--- src/rtl/spq_pkg.sv ---
// ----------------------------------------------------------------------------
// spq_pkg: shared types and constants for the sorted priority queue
// Entry and command structs, operation and status codes, default depth.
// ----------------------------------------------------------------------------
package spq_pkg;

  // Default number of cells in the chain
  localparam int SPQ_DEPTH = 16;

  // Field widths fixed by the interface
  localparam int DATA_W = 32;
  localparam int PRIO_W = 16;
  localparam int OCC_W  = 5;

  // Operation codes carried in the kind field
  localparam logic KIND_ENQ = 1'b0;
  localparam logic KIND_DEQ = 1'b1;

  // Status codes reported with every result beat
  typedef enum logic [1:0] {
    ST_OK    = 2'd0,
    ST_EMPTY = 2'd1,
    ST_FULL  = 2'd2
  } status_t;

  // One stored entry
  typedef struct packed {
    logic                     vld;
    logic signed [DATA_W-1:0] data;
    logic signed [PRIO_W-1:0] prio;
  } entry_t;

  // Command broadcast to every cell
  typedef struct packed {
    logic                     enq;
    logic                     deq;
    logic signed [DATA_W-1:0] data;
    logic signed [PRIO_W-1:0] prio;
  } cell_cmd_t;

endpackage

--- src/rtl/spq_in_if.sv ---
// ----------------------------------------------------------------------------
// spq_in_if: request channel of the sorted priority queue
// Valid/ready handshake carrying one enqueue or dequeue request per beat.
// ----------------------------------------------------------------------------
interface spq_in_if;
  logic               valid;
  logic               ready;
  logic               kind;
  logic signed [31:0] data;
  logic signed [15:0] priority_req;

  modport source (output valid, kind, data, priority_req, input ready);
  modport sink   (input valid, kind, data, priority_req, output ready);
endinterface

--- src/rtl/spq_out_if.sv ---
// ----------------------------------------------------------------------------
// spq_out_if: result channel of the sorted priority queue
// Valid/ready handshake carrying status and the front-of-queue view.
// ----------------------------------------------------------------------------
interface spq_out_if;
  logic               valid;
  logic               ready;
  logic [1:0]         status;
  logic               front_valid;
  logic signed [31:0] front_data;
  logic [4:0]         occupancy;

  modport source (output valid, status, front_valid, front_data, occupancy, input ready);
  modport sink   (input valid, status, front_valid, front_data, occupancy, output ready);
endinterface

--- src/rtl/spq_cell.sv ---
// ----------------------------------------------------------------------------
// spq_cell: one storage cell of the sorted chain
// Holds one entry; on enqueue it keeps, takes the new entry or takes its left
// neighbor; on dequeue it takes its right neighbor.
// ----------------------------------------------------------------------------
module spq_cell (
  input  logic               clk,
  input  logic               rst_n,
  input  spq_pkg::cell_cmd_t cmd,
  input  logic               prev_stay,
  input  spq_pkg::entry_t    prev_entry,
  input  spq_pkg::entry_t    next_entry,
  output logic               stay,
  output spq_pkg::entry_t    entry,
  output spq_pkg::entry_t    entry_nxt
);
  import spq_pkg::*;

  entry_t entry_r;

  // Entry keeps its place when it is ahead of the new one (ties stay ahead)
  assign stay  = entry_r.vld && (entry_r.prio <= cmd.prio);
  assign entry = entry_r;

  // Next-entry selection
  always_comb begin
    entry_nxt = entry_r;
    if (cmd.enq) begin
      if (stay) begin
        entry_nxt = entry_r;
      end else if (prev_stay) begin
        entry_nxt.vld  = 1'b1;
        entry_nxt.data = cmd.data;
        entry_nxt.prio = cmd.prio;
      end else begin
        entry_nxt = prev_entry;
      end
    end else if (cmd.deq) begin
      entry_nxt = next_entry;
    end
  end

  // Entry register: valid bit cleared on reset, payload not reset
  always_ff @(posedge clk) begin
    if (!rst_n) begin
      entry_r.vld <= 1'b0;
    end else begin
      entry_r.vld <= entry_nxt.vld;
    end
    entry_r.data <= entry_nxt.data;
    entry_r.prio <= entry_nxt.prio;
  end

endmodule

--- src/rtl/sorted_priority_queue_top.sv ---
// Result: a result beat is registered and appears in the cycle after its request
// beat is accepted. Throughput: one request per cycle, but a stalled result
// register holds back new requests until it is taken. Every cell compares and
// shifts in parallel, so an insert or removal takes effect at the accepting edge.
// Reset: synchronous, active low; clears the count, all cell valid bits and the
// result valid flag, leaving an empty queue. No clearing pass is needed.
// ----------------------------------------------------------------------------
// sorted_priority_queue_top: bounded priority queue as a sorted cell chain
// Enqueue inserts behind entries of lower or equal priority; dequeue drops
// the front. Each request yields one status and front-of-queue beat.
// ----------------------------------------------------------------------------
module sorted_priority_queue_top #(
  parameter int DEPTH = spq_pkg::SPQ_DEPTH
) (
  input  logic      clk,
  input  logic      rst_n,
  spq_in_if.sink    in_ch,
  spq_out_if.source out_ch
);
  import spq_pkg::*;

  localparam int CNT_W = $clog2(DEPTH + 1);

  // Chain wiring
  entry_t    cell_q   [DEPTH];
  entry_t    cell_nxt [DEPTH];
  logic      cell_stay[DEPTH];
  cell_cmd_t cmd;

  // Occupancy and result register
  logic [CNT_W-1:0]  count_r, count_nxt;
  logic              out_valid_r;
  status_t           status_r, status_nxt;
  logic              front_valid_r;
  logic [DATA_W-1:0] front_data_r, front_data_nxt;
  logic [OCC_W-1:0]  occ_r, occ_nxt;
  logic [CNT_W+OCC_W-1:0] cnt_ext;

  logic accept, full, empty;

  // Handshake: the result register parts the two sides
  assign in_ch.ready = !out_valid_r || out_ch.ready;
  assign accept      = in_ch.valid && in_ch.ready;
  assign full        = (count_r == CNT_W'(DEPTH));
  assign empty       = (count_r == '0);

  // Command broadcast to the cells
  always_comb begin
    cmd.enq  = accept && (in_ch.kind == KIND_ENQ) && !full;
    cmd.deq  = accept && (in_ch.kind == KIND_DEQ) && !empty;
    cmd.data = in_ch.data;
    cmd.prio = in_ch.priority_req;
  end

  // Cell chain
  for (genvar i = 0; i < DEPTH; i++) begin : g_cell
    logic   prev_stay;
    entry_t prev_entry;
    entry_t next_entry;
    if (i == 0) begin : g_head
      assign prev_stay  = 1'b1;
      assign prev_entry = '0;
    end else begin : g_mid
      assign prev_stay  = cell_stay[i-1];
      assign prev_entry = cell_q[i-1];
    end
    if (i == DEPTH - 1) begin : g_tail
      assign next_entry = '0;
    end else begin : g_body
      assign next_entry = cell_q[i+1];
    end
    spq_cell u_cell (
      .clk        (clk),
      .rst_n      (rst_n),
      .cmd        (cmd),
      .prev_stay  (prev_stay),
      .prev_entry (prev_entry),
      .next_entry (next_entry),
      .stay       (cell_stay[i]),
      .entry      (cell_q[i]),
      .entry_nxt  (cell_nxt[i])
    );
  end

  // Count and result values after this beat
  always_comb begin
    count_nxt  = count_r;
    status_nxt = ST_OK;
    if (in_ch.kind == KIND_ENQ) begin
      if (full) begin
        status_nxt = ST_FULL;
      end else begin
        count_nxt = count_r + 1'b1;
      end
    end else begin
      if (empty) begin
        status_nxt = ST_EMPTY;
      end else begin
        count_nxt = count_r - 1'b1;
      end
    end
    front_data_nxt = cell_nxt[0].vld ? cell_nxt[0].data : '0;
    cnt_ext        = {{OCC_W{1'b0}}, count_nxt};
    occ_nxt        = cnt_ext[OCC_W-1:0];
  end

  // Control registers
  always_ff @(posedge clk) begin
    if (!rst_n) begin
      count_r     <= '0;
      out_valid_r <= 1'b0;
    end else begin
      if (accept) begin
        count_r <= count_nxt;
      end
      if (accept) begin
        out_valid_r <= 1'b1;
      end else if (out_ch.ready) begin
        out_valid_r <= 1'b0;
      end
    end
  end

  // Result payload register
  always_ff @(posedge clk) begin
    if (accept) begin
      status_r      <= status_nxt;
      front_valid_r <= (count_nxt != '0);
      front_data_r  <= front_data_nxt;
      occ_r         <= occ_nxt;
    end
  end

  assign out_ch.valid       = out_valid_r;
  assign out_ch.status      = status_r;
  assign out_ch.front_valid = front_valid_r;
  assign out_ch.front_data  = front_data_r;
  assign out_ch.occupancy   = occ_r;

endmodule

--- src/flat_wrapper.sv ---
// flat-port wrapper written by rule: the top's interface ports become plain ports
module sorted_priority_queue_top_flat import spq_pkg::*;
#(
  parameter int DEPTH = spq_pkg::SPQ_DEPTH
)
  (clk, rst_n, in_ch_valid, in_ch_kind, in_ch_data, in_ch_priority_req, in_ch_ready, out_ch_valid, out_ch_status, out_ch_front_valid, out_ch_front_data, out_ch_occupancy, out_ch_ready);
  spq_in_if in_ch_i ();
  spq_out_if out_ch_i ();
  input  logic clk;
  input  logic rst_n;
  input wire logic [$bits(in_ch_i.valid)-1:0] in_ch_valid;
  input wire logic [$bits(in_ch_i.kind)-1:0] in_ch_kind;
  input wire logic [$bits(in_ch_i.data)-1:0] in_ch_data;
  input wire logic [$bits(in_ch_i.priority_req)-1:0] in_ch_priority_req;
  output wire logic [$bits(in_ch_i.ready)-1:0] in_ch_ready;
  output wire logic [$bits(out_ch_i.valid)-1:0] out_ch_valid;
  output wire logic [$bits(out_ch_i.status)-1:0] out_ch_status;
  output wire logic [$bits(out_ch_i.front_valid)-1:0] out_ch_front_valid;
  output wire logic [$bits(out_ch_i.front_data)-1:0] out_ch_front_data;
  output wire logic [$bits(out_ch_i.occupancy)-1:0] out_ch_occupancy;
  input wire logic [$bits(out_ch_i.ready)-1:0] out_ch_ready;
  assign in_ch_i.valid = in_ch_valid;
  assign in_ch_i.kind = in_ch_kind;
  assign in_ch_i.data = in_ch_data;
  assign in_ch_i.priority_req = in_ch_priority_req;
  assign in_ch_ready = in_ch_i.ready;
  assign out_ch_valid = out_ch_i.valid;
  assign out_ch_status = out_ch_i.status;
  assign out_ch_front_valid = out_ch_i.front_valid;
  assign out_ch_front_data = out_ch_i.front_data;
  assign out_ch_occupancy = out_ch_i.occupancy;
  assign out_ch_i.ready = out_ch_ready;
  sorted_priority_queue_top #(.DEPTH(DEPTH)) u_core (.clk(clk), .rst_n(rst_n), .in_ch(in_ch_i), .out_ch(out_ch_i));
endmodule
--- config.mk ---
export PLATFORM = sky130hd
export DESIGN_NAME = sorted_priority_queue_top_flat
export DESIGN_NICKNAME = d
export VERILOG_FILES = /design/src/rtl/spq_pkg.sv /design/src/rtl/spq_in_if.sv /design/src/rtl/spq_out_if.sv /design/src/rtl/spq_cell.sv /design/src/rtl/sorted_priority_queue_top.sv /design/src/flat_wrapper.sv
export SDC_FILE = /design/constraint.sdc
export NUM_CORES = 2
export LEC_CHECK = 0
export ABC_AREA = 1
export BUFFER_PORTS_ARGS = -buffer_cell sky130_fd_sc_hd__buf_2
export CORE_ASPECT_RATIO = 1.1
export CORE_MARGIN = 2
export CORE_UTILIZATION = 45
export CTS_CLUSTER_SIZE = 30
export DETAILED_ROUTE_END_ITERATION = 8
export GPL_TIMING_DRIVEN = 0
export SYNTH_ARGS = -nofsm -noshare
export SYNTH_HDL_FRONTEND = slang
export SYNTH_SLANG_ARGS = --single-unit
--- constraint.sdc ---
create_clock -name clk -period 8.3 [get_ports clk]
set_input_delay 0.83 -clock clk [delete_from_list [all_inputs] [get_ports clk]]
set_output_delay 0.83 -clock clk [all_outputs]
set_load 0.1 [all_outputs]
## After elaboration in Yosys (flattened, before gate mapping)

Index checks and enable logic that the tools add are counted.
W data, S select, Z words.

| word-level totals | value |
|---|---|
| ROM bits | 0 |
| word-level logic and storage cells | 206 |
| RAM bits | 0 |
| latch bits | 0 |
| flip-flop bits (word level) | 830 |
| memories kept | 0 |

| cells by class | value |
|---|---|
| add/subtract/negate cells | 2 |
| muxes and demuxes | 71 |
| divide/modulo/power cells | 0 |
| order comparisons | 16 |
| eq/ne operators | 17 |
| reduce and logical (&&, ||, !) cells | 45 |
| multipliers | 0 |
| bitwise gates (word level) | 1 |
| shift operators | 0 |

Operator list:

| cell | number |
|---|---|
| $mux W49 | 63 |
| $le A16 B16 Y1 | 16 |
| $ne A2 B2 Y1 const B | 16 |
| $reduce_and A2 Y1 | 16 |
| $logic_and A1 B1 Y1 | 21 |
| $mux W5 | 3 |
| $add A5 B1 Y5 const B | 1 |
| $eq A5 B5 Y1 const B | 1 |
| $logic_not A5 Y1 | 1 |
| $reduce_bool A5 Y1 | 1 |
| $sub A5 B1 Y5 const B | 1 |
| $mux W2 | 2 |
| $reduce_bool A2 Y1 | 2 |
| $logic_not A1 Y1 | 3 |
| $mux W1 | 3 |
| $logic_or A1 B1 Y1 | 1 |
| $not A1 Y1 | 1 |

## Longest topological paths before layout

| logic depth | value |
|---|---|
| depth in word-level cells | 7 |
| mapped depth | 19 |

## Hierarchy

From an unflattened synthesis, not the netlist that was laid out.

| second synthesis, totals | value |
|---|---|
| cells, all modules | 9395 |
| area total of the unflattened synthesis | 58351.0 um^2 |

By module, submodules not included:

| module | times used | cells each | area an instance (um^2) |
|---|---|---|---|
| spq_cell at u_core.g_cell[14].u_cell ... | 11 | 574 | 3522.1 |
| spq_cell at u_core.g_cell[0].u_cell ... | 5 | 574 | 3503.4 |
| sorted_priority_queue_top | 1 | 211 | 2090.8 |

## Worst setup path before layout

No wires, ideal clock.

| path | value |
|---|---|
| path kind | in2reg |
| start point | input in_ch_priority_req[15] |
| end point | register u_core.g_cell[14].u_cell.entry_r, in the netlist u_core.g_cell[14].u_cell.entry[0] (enable) |
| stages on the path | 12 |
| arrival | 3888 ps |
| setup slack | 4005 ps |
| data required time | 7893 ps |
| cell sequence | inv_1 -> clkbuf_1 -> ha_1 -> nand2_1 -> nor4_2 -> nand2_1 -> nand3_1 -> nand3_1 -> nand2_2 -> clkbuf_2 -> nand2_1 -> nand2_1 |

| between the ends | value |
|---|---|
| longest elaborated chain between the ends | 4 |

RTL lines:

| item | line | text |
|---|---|---|
| start: declaration | flat_wrapper.sv:14 | `input wire logic [$bits(in_ch_i.priority_req)-1:0] in_ch_priority_req;` |
| $le A16 B16 Y1 | spq_cell.sv:22 | `assign stay = entry_r.vld && (entry_r.prio <= cmd.prio);` |
| $logic_and A1 B1 Y1 | spq_cell.sv:22 |  |
| $ne A2 B2 Y1 (no source line) | - |  |
| $reduce_and A2 Y1 (no source line) | - |  |
| end: declaration | spq_cell.sv:19 | `entry_t entry_r;` |

Every way passes these cells.
A chain may end at the register's enable or synchronous reset.

## Worst setup path in the final report

| path | value |
|---|---|
| start point | input in_ch_priority_req[11] |
| end point | register u_core.g_cell[0].u_cell.entry_r, in the netlist u_core.g_cell[0].u_cell.entry[10] (enable) |

| between the ends | value |
|---|---|
| longest elaborated chain between the ends | 4 |

RTL lines:

| item | line |
|---|---|
| $le A16 B16 Y1 | spq_cell.sv:22 |
| $logic_and A1 B1 Y1 | spq_cell.sv:22 |
| $ne A2 B2 Y1 (no source line) | - |
| $reduce_and A2 Y1 (no source line) | - |
| end: declaration | spq_cell.sv:19 |

Every way passes these cells.

==> flow_summary.ini <==
[outcome]
status = finished clean

[floorplanning]
die_h_um = 357
rows = 129
die_x_um = 325
io_pins = 95
dieArea_um2 = 116000
core-area_um2 = 112000
start_util_pct = 45.3

[yosys]
synth_cell_types = 37
yosysWarnings = 0
synthCells = 6275
synth_ff_type = edfxtp_1
syn_area_um2 = 50900
synth_seq_cells = 830
ys_seq_area_share_pct = 47.9
synth_edf_count = 776
syn-mean-instance-area_um2 = 8.11
syn_nets = 6586
ys_async_sr_fraction_pct = 0

[power]
peakVddDrop_v = 0.000154
p_seq_share_pct = 42.4
p_int_mw = 8.68
p_total_mw = 13.1
leakage_nw = 24.5
pwr-share-clk_pct = 31.7
swShare_pct = 33.7
power_density_nw_per_um2 = 231
power_switching_mw = 4.40
combPwrFrac_pct = 26.0

[setup_path]
rr_endpoint = u_core.g_cell[14].u_cell.entry[31]
reg2reg_slack_ps = 4810
endpoint_kind = flip-flop
ff2ff_path_depth = 12
startpoint_type = primary input
critPathKind = in -> reg
required_ps = 8600
path_max_fanout = 25
cp_data_arrival_time_ps = 4590
r2r_start = u_core.count_r[0]

[hold_path]
whs_path_depth = 4
min-delay-start = out_ch_ready
hp-class = in -> reg
whs_endpoint = u_core.out_ch.valid

[grt]
track_usage_pct = 26.9
grt_max_degree = 43
grt_overflow = 0
first_global_vias = 41699
antenna_found_initial = 6
grt_pass1_wl_mm = 240

[finish]
seq_area_um2 = 24400
drive_gt1_share_pct = 8.89
num-fill-cells = 10942
syn2layout_area_growth_pct = 11.3
fin_nets = 6791
multi_input_area_um2 = 21500

[sta]
rsz0062_at_grt = false
setup_violations = 0
worstMarginPinSlew_ps = 1020
skew_ps = 25.8
fin_crit_ps = 4290
hold_viol_final = 0
slew_violations = 0
max_freq_mhz = 233
fin_crit_sh_pct = 51.7
fin_tns_setup_ps = 0
slew_headroom_pct = 32.1

[place]
portBuffers = 93
place_congestion = 0.914
dp_hpwl_mm = 130

[clock_tree]
htreeDepth = 3
postCtsResizedCells = 0
cts_setup_buffers = 0
clk_pin_slew_ps = 60
cts_tree = done
cts_hold_buf = 0
clock_latency_ps = 690
cts_root_buf = clkbuf_16
cts-buffers-inserted = 93
cts.sinks = 830
cts.path.max_buffers = 3

[route]
viasPerCell = 5.30
drt_iter0_drc = 4043
routed-wl-met3_mm = 10.5
topRoutingLayerUsed = met4
wl_met1_mm = 69.9
wl_per_cell_um = 19.7
wl_met2_mm = 73.6
num_vias = 42707
drt-pass1-iter-count = 8
ant_nets = 0
drc_errors = 0
drt-total-wl_mm = 159

[run]
maxCapViolCount = 0
-- stage by stage --
step / setup WS (ps) / cell area [um2] / util, % / hold slack, ps / cells
6_report: 4010 / 56700 / 50.4 / 477 / 8063
5_1_grt: 3780 / 56700 / 50.4 / 500 / 8062
4_1_cts: 3560 / 56600 / 50.4 / 448 / 8061
3_5_place_dp: 2860 / 53600 / 47.7 / 516 / 7890
3_3_place_gp: 1940 / 53300 / 47.4 / 507 / 7874
2_1_floorplan: 4000 / 50900 / - / 471 / 6275
-- per-layer routing --
layer	up-vias	track usage (%)
li1	21661	-
met4	0	8.55
met2	1441	45.5
met1	19362	36.2
met5	-	0
met3	243	2.95
-- cells in the mapped netlist (18+ instances only) --
master       n  area, um2
nand2_1   1334       5010
nand3_1   1113       5570
edfxtp_1   776      23300
inv_1      732       2750
o21ai_0    610       3050
nor2_1     345       1290
ha_1       258       3230
a21oi_1    249       1250
clkbuf_1   196        736
buf_2      185        926
o21ai_1    176        881
dfxtp_1     54       1080
o22ai_1     49        307
buf_4       48        360
buf_6       18        203
-- cell families (layout without fill, tap and decap cells) --
logic type	after synthesis	in the layout	synth area share (%)
AO/OA/AOI/OAI	1123	1123	11.4
buffers and inverters	1201	1482	9.93
adder cells (fa/ha/maj)	258	258	6.34
AND/OR/NAND/NOR	2858	2858	24.4
flip-flops	830	830	47.9
XOR/XNOR	5	5	0.0860
other	0	1	0
-- power by group through the flow --
stage	Combinational (mW)	Clock (mW)	Sequential, mW
2_1_floorplan	2.20	0	5.74
3_3_place_gp	3.23	0	5.64
3_5_place_dp	3.36	0	5.62
4_1_cts	3.37	4.18	5.54
5_1_grt	3.79	4.33	5.60
6_report	3.40	4.14	5.54
-- final cells by class --
type	instances	area share (%)
well taps	1506	3.33
flip-flops and latches	830	43.0
diodes	1	0.00442
clock inverters	44	0.720
inverters	736	4.88
repair buffers	110	1.44
multi-input cells	4244	38.0
clock buffers	127	4.57
plain buffers	465	4.08
-- worst max-delay path: stages --
cell and delay, ps:
buf_2 260, inv_1 210, clkbuf_2 530, ha_1 490
a21oi_1 210, nand2_1 80, a21oi_1 220, nand2_1 80
nand2_1 60, nand3_1 140, nand2_1 300, buf_4 290
nand2_4 110, buf_2 220, nand2_1 510
-- flip-flops by register name, indices dropped and copies added (netlist names) --
register and count:
u_core.out_ch.valid 1, u_core.count_r 5, u_core.out_ch.front_data 32, u_core.out_ch.front_valid 1, u_core.out_ch.status 2, u_core.g_cell.u_cell.entry 784
u_core.out_ch.occupancy 5
-- cell usage in the layout, fill, tap and decap left out, types with 17 or more instances in the layout --
| cell | count |
|---|---|
| a21oi_1 | 249 |
| buf_1 | 17 |
| buf_2 | 278 |
| buf_4 | 48 |
| buf_6 | 18 |
| clkbuf_1 | 206 |
| clkbuf_16 | 96 |
| clkinv_2 | 23 |
| dfxtp_1 | 54 |
| edfxtp_1 | 776 |
| ha_1 | 258 |
| inv_1 | 731 |
| nand2_1 | 1319 |
| nand2_2 | 32 |
| nand3_1 | 1113 |
| nor2_1 | 345 |
| o21ai_0 | 610 |
| o21ai_1 | 176 |
| o22ai_1 | 49 |
-- worst max path at each step --
| stage | endpoint | slack [ps] | depth (start not counted) | startpoint |
|---|---|---|---|---|
| 5_1_grt | u_core.g_cell[0].u_cell.entry[10] | 3780 | 16 | in_ch_priority_req[11] |
| 4_1_cts | u_core.g_cell[0].u_cell.entry[10] | 3560 | 15 | in_ch_priority_req[15] |
| 3_3_place_gp | u_core.g_cell[14].u_cell.entry[33] | 1940 | 14 | in_ch_priority_req[10] |
| 2_1_floorplan | u_core.g_cell[14].u_cell.entry[0] | 4000 | 12 | in_ch_priority_req[15] |
| 3_5_place_dp | u_core.g_cell[0].u_cell.entry[10] | 2860 | 15 | in_ch_priority_req[15] |
| 6_report | u_core.g_cell[0].u_cell.entry[10] | 4010 | 15 | in_ch_priority_req[11] |
No activity file was read; power rests on OpenSTA's default activity.
